<file path="src/sv/lqs_pkg.sv">
// Shared types and constants for the linear queue with search.
// No dependencies; imported by every module of the block except lqs_ram.
package lqs_pkg;

    localparam int DEPTH  = 8;
    localparam int SLOT_W = (DEPTH > 1) ? $clog2(DEPTH) : 1;
    localparam int DATA_W = 32;

    localparam logic [SLOT_W-1:0] LAST_SLOT = SLOT_W'(DEPTH - 1);

    typedef enum logic [1:0] {
        OP_INSERT  = 2'd0,
        OP_DELETE  = 2'd1,
        OP_DISPLAY = 2'd2,
        OP_SEARCH  = 2'd3
    } op_t;

    typedef enum logic [1:0] {
        ST_OK        = 2'd0,
        ST_OVERFLOW  = 2'd1,
        ST_EMPTY     = 2'd2,
        ST_NOT_FOUND = 2'd3
    } status_t;

    typedef struct packed {
        op_t                       opcode;
        logic signed [DATA_W-1:0]  value;
    } in_item_t;

    typedef struct packed {
        status_t                   status;
        logic signed [DATA_W-1:0]  data;
        logic [2:0]                slot;
        logic                      last;
    } out_item_t;

    function automatic logic [2:0] slot_field(input logic [SLOT_W-1:0] idx);
        logic [SLOT_W+2:0] wide;
        wide = {3'b000, idx};
        return wide[2:0];
    endfunction

endpackage

</file>
<file path="src/sv/lqs_ram.sv">
// Generic single-port-write, single-port-read RAM with registered read data.
// No dependencies.
module lqs_ram #(
    parameter int WIDTH = 32,
    parameter int DEPTH = 8
) (
    input  logic                                   clk,
    input  logic                                   we,
    input  logic [((DEPTH > 1) ? $clog2(DEPTH) : 1)-1:0] waddr,
    input  logic [WIDTH-1:0]                       wdata,
    input  logic                                   re,
    input  logic [((DEPTH > 1) ? $clog2(DEPTH) : 1)-1:0] raddr,
    output logic [WIDTH-1:0]                       rdata
);

    logic [WIDTH-1:0] mem [DEPTH];
    logic [WIDTH-1:0] rdata_reg;

    always_ff @(posedge clk)
    begin
        if (we)
        begin
            mem[waddr] <= wdata;
        end
        if (re)
        begin
            rdata_reg <= mem[raddr];
        end
    end

    assign rdata = rdata_reg;

endmodule

</file>
<file path="src/sv/lqs_ctrl.sv">
// Queue controller: head/tail indices, operation sequencer and entry scan.
// Depends on lqs_pkg; drives one lqs_ram instance and pushes results downstream.
module lqs_ctrl (
    input  logic                           clk,
    input  logic                           rst_n,
    input  logic                           in_valid,
    output logic                           in_ready,
    input  lqs_pkg::in_item_t              in_item,
    output logic                           ram_we,
    output logic [lqs_pkg::SLOT_W-1:0]     ram_waddr,
    output logic [lqs_pkg::DATA_W-1:0]     ram_wdata,
    output logic                           ram_re,
    output logic [lqs_pkg::SLOT_W-1:0]     ram_raddr,
    input  logic [lqs_pkg::DATA_W-1:0]     ram_rdata,
    output logic                           res_valid,
    input  logic                           res_ready,
    output lqs_pkg::out_item_t             res_item
);
    import lqs_pkg::*;

    typedef enum logic {
        S_IDLE,
        S_CHK
    } state_t;

    state_t                state_reg, state_next;
    logic [SLOT_W-1:0]     head_reg, head_next;
    logic [SLOT_W-1:0]     tail_reg, tail_next;
    logic                  empty_reg, empty_next;
    logic [SLOT_W-1:0]     ptr_reg, ptr_next;
    op_t                   op_reg, op_next;
    logic [DATA_W-1:0]     key_reg, key_next;

    assign in_ready = (state_reg == S_IDLE) && res_ready;

    always_comb
    begin
        state_next = state_reg;
        head_next  = head_reg;
        tail_next  = tail_reg;
        empty_next = empty_reg;
        ptr_next   = ptr_reg;
        op_next    = op_reg;
        key_next   = key_reg;
        ram_we     = 1'b0;
        ram_waddr  = tail_reg;
        ram_wdata  = in_item.value;
        ram_re     = 1'b0;
        ram_raddr  = head_reg;
        res_valid  = 1'b0;
        res_item.status = ST_OK;
        res_item.data   = '0;
        res_item.slot   = '0;
        res_item.last   = 1'b1;

        case (state_reg)
            S_IDLE:
            begin
                if (in_valid && in_ready)
                begin
                    case (in_item.opcode)
                        OP_INSERT:
                        begin
                            res_valid = 1'b1;
                            if (empty_reg)
                            begin
                                ram_we     = 1'b1;
                                ram_waddr  = '0;
                                head_next  = '0;
                                tail_next  = '0;
                                empty_next = 1'b0;
                            end
                            else if (tail_reg == LAST_SLOT)
                            begin
                                res_item.status = ST_OVERFLOW;
                            end
                            else
                            begin
                                ram_we    = 1'b1;
                                ram_waddr = tail_reg + 1'b1;
                                tail_next = tail_reg + 1'b1;
                            end
                        end
                        default:
                        begin
                            if (empty_reg)
                            begin
                                res_valid       = 1'b1;
                                res_item.status = ST_EMPTY;
                            end
                            else
                            begin
                                ram_re     = 1'b1;
                                ram_raddr  = head_reg;
                                ptr_next   = head_reg;
                                op_next    = in_item.opcode;
                                key_next   = in_item.value;
                                state_next = S_CHK;
                            end
                        end
                    endcase
                end
            end
            S_CHK:
            begin
                case (op_reg)
                    OP_DELETE:
                    begin
                        res_valid     = 1'b1;
                        res_item.data = $signed(ram_rdata);
                        if (res_ready)
                        begin
                            state_next = S_IDLE;
                            if (head_reg == tail_reg)
                            begin
                                head_next  = '0;
                                tail_next  = '0;
                                empty_next = 1'b1;
                            end
                            else
                            begin
                                head_next = head_reg + 1'b1;
                            end
                        end
                    end
                    OP_DISPLAY:
                    begin
                        res_valid     = 1'b1;
                        res_item.data = $signed(ram_rdata);
                        res_item.slot = slot_field(ptr_reg);
                        res_item.last = (ptr_reg == tail_reg);
                        if (res_ready)
                        begin
                            if (ptr_reg == tail_reg)
                            begin
                                state_next = S_IDLE;
                            end
                            else
                            begin
                                ram_re    = 1'b1;
                                ram_raddr = ptr_reg + 1'b1;
                                ptr_next  = ptr_reg + 1'b1;
                            end
                        end
                    end
                    default:
                    begin
                        if (ram_rdata == key_reg)
                        begin
                            res_valid     = 1'b1;
                            res_item.data = $signed(ram_rdata);
                            res_item.slot = slot_field(ptr_reg);
                            if (res_ready)
                            begin
                                state_next = S_IDLE;
                            end
                        end
                        else if (ptr_reg == tail_reg)
                        begin
                            res_valid       = 1'b1;
                            res_item.status = ST_NOT_FOUND;
                            if (res_ready)
                            begin
                                state_next = S_IDLE;
                            end
                        end
                        else
                        begin
                            ram_re    = 1'b1;
                            ram_raddr = ptr_reg + 1'b1;
                            ptr_next  = ptr_reg + 1'b1;
                        end
                    end
                endcase
            end
            default:
            begin
                state_next = S_IDLE;
            end
        endcase
    end

    always_ff @(posedge clk or negedge rst_n)
    begin
        if (!rst_n)
        begin
            state_reg <= S_IDLE;
            head_reg  <= '0;
            tail_reg  <= '0;
            empty_reg <= 1'b1;
        end
        else
        begin
            state_reg <= state_next;
            head_reg  <= head_next;
            tail_reg  <= tail_next;
            empty_reg <= empty_next;
        end
    end

    always_ff @(posedge clk)
    begin
        ptr_reg <= ptr_next;
        op_reg  <= op_next;
        key_reg <= key_next;
    end

endmodule

</file>
<file path="src/sv/lqs_out.sv">
// Two-entry result queue between the controller and the output channel.
// Depends on lqs_pkg for the result transaction type.
module lqs_out (
    input  logic               clk,
    input  logic               rst_n,
    input  logic               push_valid,
    output logic               push_ready,
    input  lqs_pkg::out_item_t push_item,
    output logic               pop_valid,
    input  logic               pop_ready,
    output lqs_pkg::out_item_t pop_item
);
    import lqs_pkg::*;

    out_item_t   buf_reg [2];
    logic        wr_ptr_reg, wr_ptr_next;
    logic        rd_ptr_reg, rd_ptr_next;
    logic [1:0]  count_reg, count_next;
    logic        push;
    logic        pop;

    assign push_ready = (count_reg != 2'd2);
    assign pop_valid  = (count_reg != 2'd0);
    assign pop_item   = buf_reg[rd_ptr_reg];
    assign push       = push_valid && push_ready;
    assign pop        = pop_valid && pop_ready;

    always_comb
    begin
        wr_ptr_next = push ? ~wr_ptr_reg : wr_ptr_reg;
        rd_ptr_next = pop ? ~rd_ptr_reg : rd_ptr_reg;
        count_next  = count_reg + {1'b0, push} - {1'b0, pop};
    end

    always_ff @(posedge clk or negedge rst_n)
    begin
        if (!rst_n)
        begin
            wr_ptr_reg <= 1'b0;
            rd_ptr_reg <= 1'b0;
            count_reg  <= 2'd0;
        end
        else
        begin
            wr_ptr_reg <= wr_ptr_next;
            rd_ptr_reg <= rd_ptr_next;
            count_reg  <= count_next;
        end
    end

    always_ff @(posedge clk)
    begin
        if (push)
        begin
            buf_reg[wr_ptr_reg] <= push_item;
        end
    end

endmodule

</file>
<file path="src/sv/linear_queue_with_search.sv">
// Insert writes the RAM and pushes its result into the output queue; delete reads the
// head entry and returns it; display and search scan from the head, one RAM read per
// cycle (display holds while the output queue is full). One transaction in flight; the
// next is taken once all its results sit in the two-entry output queue and it has room.
// Reset: async, active low; clears indices and marks the queue empty. Entry RAM is
// not cleared and needs no clearing pass.
module linear_queue_with_search (
    input  logic               clk,
    input  logic               rst_n,
    input  logic               in_valid,
    output logic               in_ready,
    input  lqs_pkg::in_item_t  in_item,
    output logic               out_valid,
    input  logic               out_ready,
    output lqs_pkg::out_item_t out_item
);
    import lqs_pkg::*;

    logic               ram_we;
    logic [SLOT_W-1:0]  ram_waddr;
    logic [DATA_W-1:0]  ram_wdata;
    logic               ram_re;
    logic [SLOT_W-1:0]  ram_raddr;
    logic [DATA_W-1:0]  ram_rdata;
    logic               res_valid;
    logic               res_ready;
    out_item_t          res_item;

    lqs_ram #(
        .WIDTH (DATA_W),
        .DEPTH (DEPTH)
    ) u_ram (
        .clk   (clk),
        .we    (ram_we),
        .waddr (ram_waddr),
        .wdata (ram_wdata),
        .re    (ram_re),
        .raddr (ram_raddr),
        .rdata (ram_rdata)
    );

    lqs_ctrl u_ctrl (
        .clk       (clk),
        .rst_n     (rst_n),
        .in_valid  (in_valid),
        .in_ready  (in_ready),
        .in_item   (in_item),
        .ram_we    (ram_we),
        .ram_waddr (ram_waddr),
        .ram_wdata (ram_wdata),
        .ram_re    (ram_re),
        .ram_raddr (ram_raddr),
        .ram_rdata (ram_rdata),
        .res_valid (res_valid),
        .res_ready (res_ready),
        .res_item  (res_item)
    );

    lqs_out u_out (
        .clk        (clk),
        .rst_n      (rst_n),
        .push_valid (res_valid),
        .push_ready (res_ready),
        .push_item  (res_item),
        .pop_valid  (out_valid),
        .pop_ready  (out_ready),
        .pop_item   (out_item)
    );

endmodule

</file>
<file path="config.mk">
export PLATFORM = sky130hd
export DESIGN_NAME = linear_queue_with_search
export DESIGN_NICKNAME = d
export VERILOG_FILES = /design/src/sv/lqs_pkg.sv /design/src/sv/lqs_ram.sv /design/src/sv/lqs_ctrl.sv /design/src/sv/lqs_out.sv /design/src/sv/linear_queue_with_search.sv
export SDC_FILE = /design/constraint.sdc
export NUM_CORES = 1
export LEC_CHECK = 0
export ABC_AREA = 1
export BUFFER_PORTS_ARGS = -buffer_cell sky130_fd_sc_hd__buf_2
export CAP_MARGIN = 10
export CORE_ASPECT_RATIO = 1.4
export CORE_MARGIN = 3
export CORE_UTILIZATION = 28
export DETAILED_ROUTE_END_ITERATION = 8
export PLACE_DENSITY_LB_ADDON = 0.12
export SYNTH_ARGS = -nofsm -noshare
export SYNTH_HDL_FRONTEND = slang
export SYNTH_SLANG_ARGS = --single-unit
</file>
<file path="constraint.sdc">
create_clock -name clk -period 5.1 [get_ports clk]
set_input_delay 0.51 -clock clk [delete_from_list [all_inputs] [get_ports clk]]
set_output_delay 0.51 -clock clk [all_outputs]
set_load 0.01 [all_outputs]
</file>
==> results of run 1 <==
## synthesized netlist by cell type, types with 3 or more instances
| library cell | instances |
|---|---|
| buf_2 | 25 |
| xor2_1 | 3 |
| o22ai_1 | 3 |
| a21oi_1 | 5 |
| clkbuf_1 | 27 |
| buf_6 | 18 |
| buf_1 | 3 |
| inv_2 | 5 |
| dfrtp_1 | 11 |
| o21ai_0 | 10 |
| inv_1 | 330 |
| xnor2_1 | 26 |
| edfxtp_1 | 401 |
| nor2_1 | 81 |
| nand2_1 | 502 |
| o21ai_1 | 5 |
| o211ai_1 | 4 |
| nand3_1 | 263 |
| ha_1 | 7 |
## area by class of cell
type / instances / area, um2 / share of cell area, %
clock buffers: 51 / 1150 / 5.48
clock inverters: 26 / 259 / 1.24
well taps: 832 / 1040 / 4.97
flip-flops and latches: 413 / 12300 / 58.9
multi-input cells: 923 / 4230 / 20.2
repair buffers: 108 / 658 / 3.14
inverters: 337 / 1260 / 6.04
## worst max-delay path by stage
stage / from / end / slack [ps] / cells after the start
2_1_floorplan: u_ctrl.state_reg / u_ram.rdata[0] / 1110 / 6
3_3_place_gp: u_ram.rdata[10] / u_ram.rdata[11] / 1190 / 17
3_5_place_dp: u_ram.rdata[10] / u_ram.rdata[11] / 1260 / 17
4_1_cts: u_ram.rdata[16] / u_ram.rdata[11] / 1250 / 17
5_1_grt: u_ram.rdata[10] / u_ram.rdata[11] / 930 / 17
6_report: u_ram.rdata[10] / u_ram.rdata[11] / 1310 / 17
## critical path: stages, from the launching register on
cell	delay (ps)
edfxtp_1	410
xnor2_1	280
nand2_1	110
nor2_1	150
nand2_1	60
nor2_1	300
nand2_1	170
nand2_1	90
nand3_1	60
nand2_1	110
nand2_4	300
nand2_4	480
buf_12	430
nand2_1	100
nand3_1	110
nand2_1	60
nand2_1	50
nand2_1	120
## per-layer routing
metal	up-vias	global-route usage (%)	part of all wire [%]
li1	5781	-	-
met1	5652	17.5	44
met2	199	25.4	51
met3	67	1.83	3.1
met4	2	4.12	2.4
met5	-	0	0.027
## logic make-up (layout without fill, tap and decap cells)
logic type	Yosys count	count (layout)	share of synthesized area (%)
xor gates and xnor gates	29	29	1.40
and+or+nand+nor	850	850	19.4
adders and majority gates	7	7	0.482
DFF	413	413	67.9
buffers and inverters	412	522	9.47
AOI/OAI and AO/OA	37	37	1.31
## where the power goes
| part | total, mW | switching (mW) | internal [mW] |
|---|---|---|---|
| logic | 3.91 | 2.75 | 1.16 |
| clock network | 3.18 | 1.32 | 1.86 |
| registers | 4.59 | 0.212 | 4.38 |
## through the flow
stage	util, %	power, mW	hold slack, ps	cell area [um2]	setup WS, ps
after floorplan	-	7.36	214	18200	1110
after global placement	30.7	8.68	420	19500	1190
after detailed placement	30.7	8.70	431	19500	1260
after CTS	32.9	11.9	124	20900	1250
after global routing	32.9	12.5	133	20900	934
final	32.9	11.7	159	20900	1310
## what timing repair did
action                                 4_1_cts  5_1_grt
gates resized for setup                      0        0
endpoints found under the hold margin       11        0
hold buffers                                 1        0
==> impl_metrics.json, run 1 <==
{
  "ys_seq_area_share_pct": 67.9,
  "syn_area_mm2": 0.0182,
  "yosysTopAreaCell": "edfxtp_1",
  "critPathArrivalTime_ps": 4060,
  "cts_max_level": 2,
  "powerDensity_mw_per_mm2": 558,
  "yosysWarnings": 0,
  "start_util_pct": 28.5,
  "std_cell_rows": 109,
  "cts_setup_buffers": 0,
  "layout_commonest_cell": "nand2_1",
  "insertion_delay_ps": 550,
  "dp.cells": 2612,
  "wl_um": 48100,
  "critPathLaunchType": "flop",
  "wl_per_cell_um": 17.9,
  "ys_ff_latch": 413,
  "rr_worst_depth": 17,
  "syn_to_final_growth_pct": 15.2,
  "fin_crit_ps": 3790,
  "drive_gt1_share_pct": 10.4,
  "finalHoldViolCount": 0,
  "synth_top_area_share_pct": 66.2,
  "ir_drop_v": 0.000273,
  "holdPathEnd": "u_ctrl.op_reg[1]",
  "criticalPathCategory": "flop to flop",
  "p_leak_nw": 8.95,
  "die_w_um": 221,
  "numCtsBuffers": 42,
  "clkSinkCount": 413,
  "final_cell_mix": "499 x nand2_1, 401 x edfxtp_1, 330 x inv_1",
  "synth_area_leaders": "edfxtp_1 66%, nand2_1 10%, nand3_1 7.2%",
  "holdPathStages": 1,
  "clk_path_buf_depth": 3,
  "ys_types": 35,
  "timing.rr.end": "u_ram.rdata[11]",
  "final_nets": 1870,
  "timing.final.crit_share_pct": 74.4,
  "synth-edff-count": 401,
  "first_iter_violations": 687,
  "gp_congestion": 0.762,
  "netlist_instances": 1748,
  "die_area_mm2": 0.0681,
  "cp.required_ps": 5360,
  "hold_class": "input port to flop",
  "synthFlopType": "edfxtp_1",
  "r2r_start": "u_ram.rdata[10]",
  "async_flop_share_pct": 2.91,
  "drcViolationCount": 0,
  "finalSetupViolCount": 0,
  "ioPinCount": 78,
  "dpl.hpwl_um": 29000,
  "grt-ovfl-total": 0,
  "ant_nets": 0,
  "min_from": "in_item[33]",
  "antenna_found_initial": 2,
  "rrSetupSlack_ps": 1310,
  "die_y_um": 307,
  "vias": 11700,
  "tns_ps": 0,
  "antenna_cells": 0,
  "fillers": 6510,
  "worst_pin_slew_ps": 1270,
  "via_per_inst": 4.35,
  "drtPass1Iterations": 5,
  "core_mm2": 0.0637,
  "clock_skew_ps": 17.4,
  "cts_tree": "built",
  "syn_nets": 1793,
  "cts_root_buf": "clkbuf_16",
  "slew_headroom_pct": 13.3,
  "cts.reportedPaths.clkPinSlew_ps": 60,
  "max_freq_mhz": 264,
  "synth.avg_cell_area_um2": 10.4,
  "port_buffers": 77,
  "rsz0062_at_grt": "false",
  "stdcell_count": 2690,
  "maxCapViolations": 0,
  "crit_fanout": 96,
  "grt_pass1_wl_um": 73200,
  "grt_use_total_pct": 14.0,
  "end_kind": "flop",
  "status": "finished clean",
  "grt_max_degree": 97,
  "largest_register_ffs": 256,
  "first_global_vias": 11700,
  "drv_slew": 0
}
(Power assumes the default switching activity.)
==> run 2, diff against run 1 <==
==> constraint.sdc (replaced) <==
create_clock -name clk -period 3.43 [get_ports clk]
set_input_delay 0.343 -clock clk [delete_from_list [all_inputs] [get_ports clk]]
set_output_delay 0.343 -clock clk [all_outputs]
set_load 0.01 [all_outputs]
==> impl_metrics.json, run 2 (synthesis results as in run 1) <==
{
  "drv_slew": 0,
  "grt-ovfl-total": 0,
  "r2r_start": "u_ram.rdata[11]",
  "ir_drop_v": 0.000547,
  "port_buffers": 77,
  "path_depth": 16,
  "core_mm2": 0.0637,
  "die_area_mm2": 0.0681,
  "dpl.hpwl_um": 27800,
  "max_freq_mhz": 336,
  "slew_headroom_pct": 56.4,
  "finalSetupViolCount": 0,
  "internal_power_mw": 10.9,
  "pwr-share-comb_pct": 35.2,
  "status": "finished clean",
  "critical_path.cell_chain": "xnor2_1, nand2_1, nor2_1, nand2_1, nor2_1, nand2_1, nand2_1, nand3_1, nand2_1, nand2_1, o21ai_4, buf_12, nand3_1, nand2_1, nand2_1, nand2_1",
  "wl_met1_um": 20800,
  "finalPower_mw": 17.3,
  "clkPwrFrac_pct": 25.5,
  "crit_start": "u_ram.rdata[11]",
  "maxCapViolations": 0,
  "die_y_um": 307,
  "finalHoldViolCount": 0,
  "p_leak_nw": 8.97,
  "start_util_pct": 28.5,
  "first_global_vias": 11500,
  "route.met2.wl_um": 24300,
  "timing.final.crit_share_pct": 86.8,
  "clock_skew_ps": 14.1,
  "final_cell_mix": "499 x nand2_1, 401 x edfxtp_1, 330 x inv_1",
  "tns_ps": 0,
  "syn_to_final_growth_pct": 15.9,
  "rr_worst_depth": 16,
  "cp.required_ps": 3810,
  "crit_family": "simple AND/OR/NAND/NOR gates",
  "place_ws_ps": 427,
  "end_kind": "flop",
  "ioPinCount": 78,
  "timing.rr.end": "u_ram.rdata[0]",
  "cts_tree": "built",
  "switchingPower_mw": 6.41,
  "rrSetupSlack_ps": 450,
  "clk_path_buf_depth": 3,
  "p_seq_share_pct": 39.3,
  "final_nets": 1872,
  "cts_max_level": 2,
  "fin_crit_ps": 2980,
  "via_per_inst": 4.28,
  "insertion_delay_ps": 560,
  "wl_um": 48100,
  "ant_nets": 0,
  "cts_root_buf": "clkbuf_16",
  "cts.reportedPaths.clkPinSlew_ps": 60,
  "critPathCapture": "u_ram.rdata[0]",
  "layout_commonest_cell": "nand2_1",
  "criticalPathCategory": "flop to flop",
  "wl_per_cell_um": 17.9,
  "die_w_um": 221,
  "grt_use_total_pct": 14.0,
  "clkSinkCount": 413,
  "switching_share_pct": 37.0,
  "drtPass1Iterations": 4,
  "powerDensity_mw_per_mm2": 822,
  "critPathArrivalTime_ps": 3360,
  "postCtsResizedCells": 0,
  "vias": 11500,
  "antenna_found_initial": 4,
  "grt_max_degree": 82,
  "crit_fanout": 64,
  "top_layer": "met5",
  "hold_class": "input port to flop",
  "cp_slowest_cell": "edfxtp_1",
  "grt_pass1_wl_um": 72900,
  "std_cell_rows": 109,
  "critPathLaunchType": "flop",
  "largest_register_ffs": 256,
  "drive_gt1_share_pct": 10.2,
  "rsz0062_at_grt": "false",
  "holdBufCountCts": 3,
  "cpMostUsedCell": "nand2_1",
  "cpPeakStageDelay_ps": 410,
  "drcViolationCount": 0,
  "worst_pin_slew_ps": 654,
  "critPathBufInv": 1,
  "first_iter_violations": 681,
  "cts_setup_buffers": 0,
  "routed-wl-met3_um": 1820,
  "numCtsBuffers": 42,
  "timing.final.ws_setup_ps": 454,
  "gp_congestion": 0.745
}
## run 2: power groups by stage
| stage | Clock (mW) | Combinational, mW | Sequential (mW) |
|---|---|---|---|
| 2_1_floorplan | 0 | 4.10 | 6.84 |
| 6_report | 4.42 | 6.10 | 6.81 |
| 5_1_grt | 4.76 | 6.93 | 6.88 |
| 3_3_place_gp | 0 | 6.26 | 6.92 |
| 4_1_cts | 4.60 | 6.31 | 6.81 |
| 3_5_place_dp | 0 | 6.28 | 6.92 |
## run 2: worst min path at each step
stage	startpoint	endpoint	slack, ps	cells past startpoint
2_1_floorplan	rst_n	u_ctrl.head_reg[0]	50	0
3_3_place_gp	rst_n	u_out.count_reg[1]	250	1
3_5_place_dp	rst_n	u_ctrl.tail_reg[1]	260	1
4_1_cts	out_ready	u_out.rd_ptr_reg	50	3
5_1_grt	in_item[20]	u_ram.mem[4][20]	80	1
6_report	out_ready	u_out.rd_ptr_reg	80	3
## run 2: routing by layer
| layer | up-vias | global-route usage (%) |
|---|---|---|
| li1 | 5778 | - |
| met1 | 5473 | 17.6 |
| met2 | 201 | 25.1 |
| met3 | 72 | 1.98 |
| met4 | 2 | 4.26 |
| met5 | - | 0 |
## run 2: through the flow
step           cell area, um2  cells  hold WS, ps  utilization [%]
6_report                21100   2692         77.5             33.1
5_1_grt                 21100   2691         81.9             33.1
4_1_cts                 21100   2690         53.4             33.1
3_5_place_dp            19700   2612          264             31.0
3_3_place_gp            19700   2612          255             31.0
2_1_floorplan           18200   1748         47.4                -
## run 2: layout make-up
| cell class | instances | area [um2] |
|---|---|---|
| Inverter | 337 | 1260 |
| Sequential cell | 413 | 12300 |
| Timing Repair Buffer | 110 | 891 |
| Multi-Input combinational cell | 923 | 4230 |
| Clock inverter | 23 | 203 |
| Antenna cell | 2 | 5.00 |
| Tap cell | 832 | 1040 |
| Clock buffer | 52 | 1090 |
| Fill cell | 6421 | 42600 |
## run 2: worst min-delay path: cells and delay by family
kind	cells	cell delay, ps
buffers and inverters	1	100
and+or+nand+nor	1	80
xor gates and xnor gates	1	60
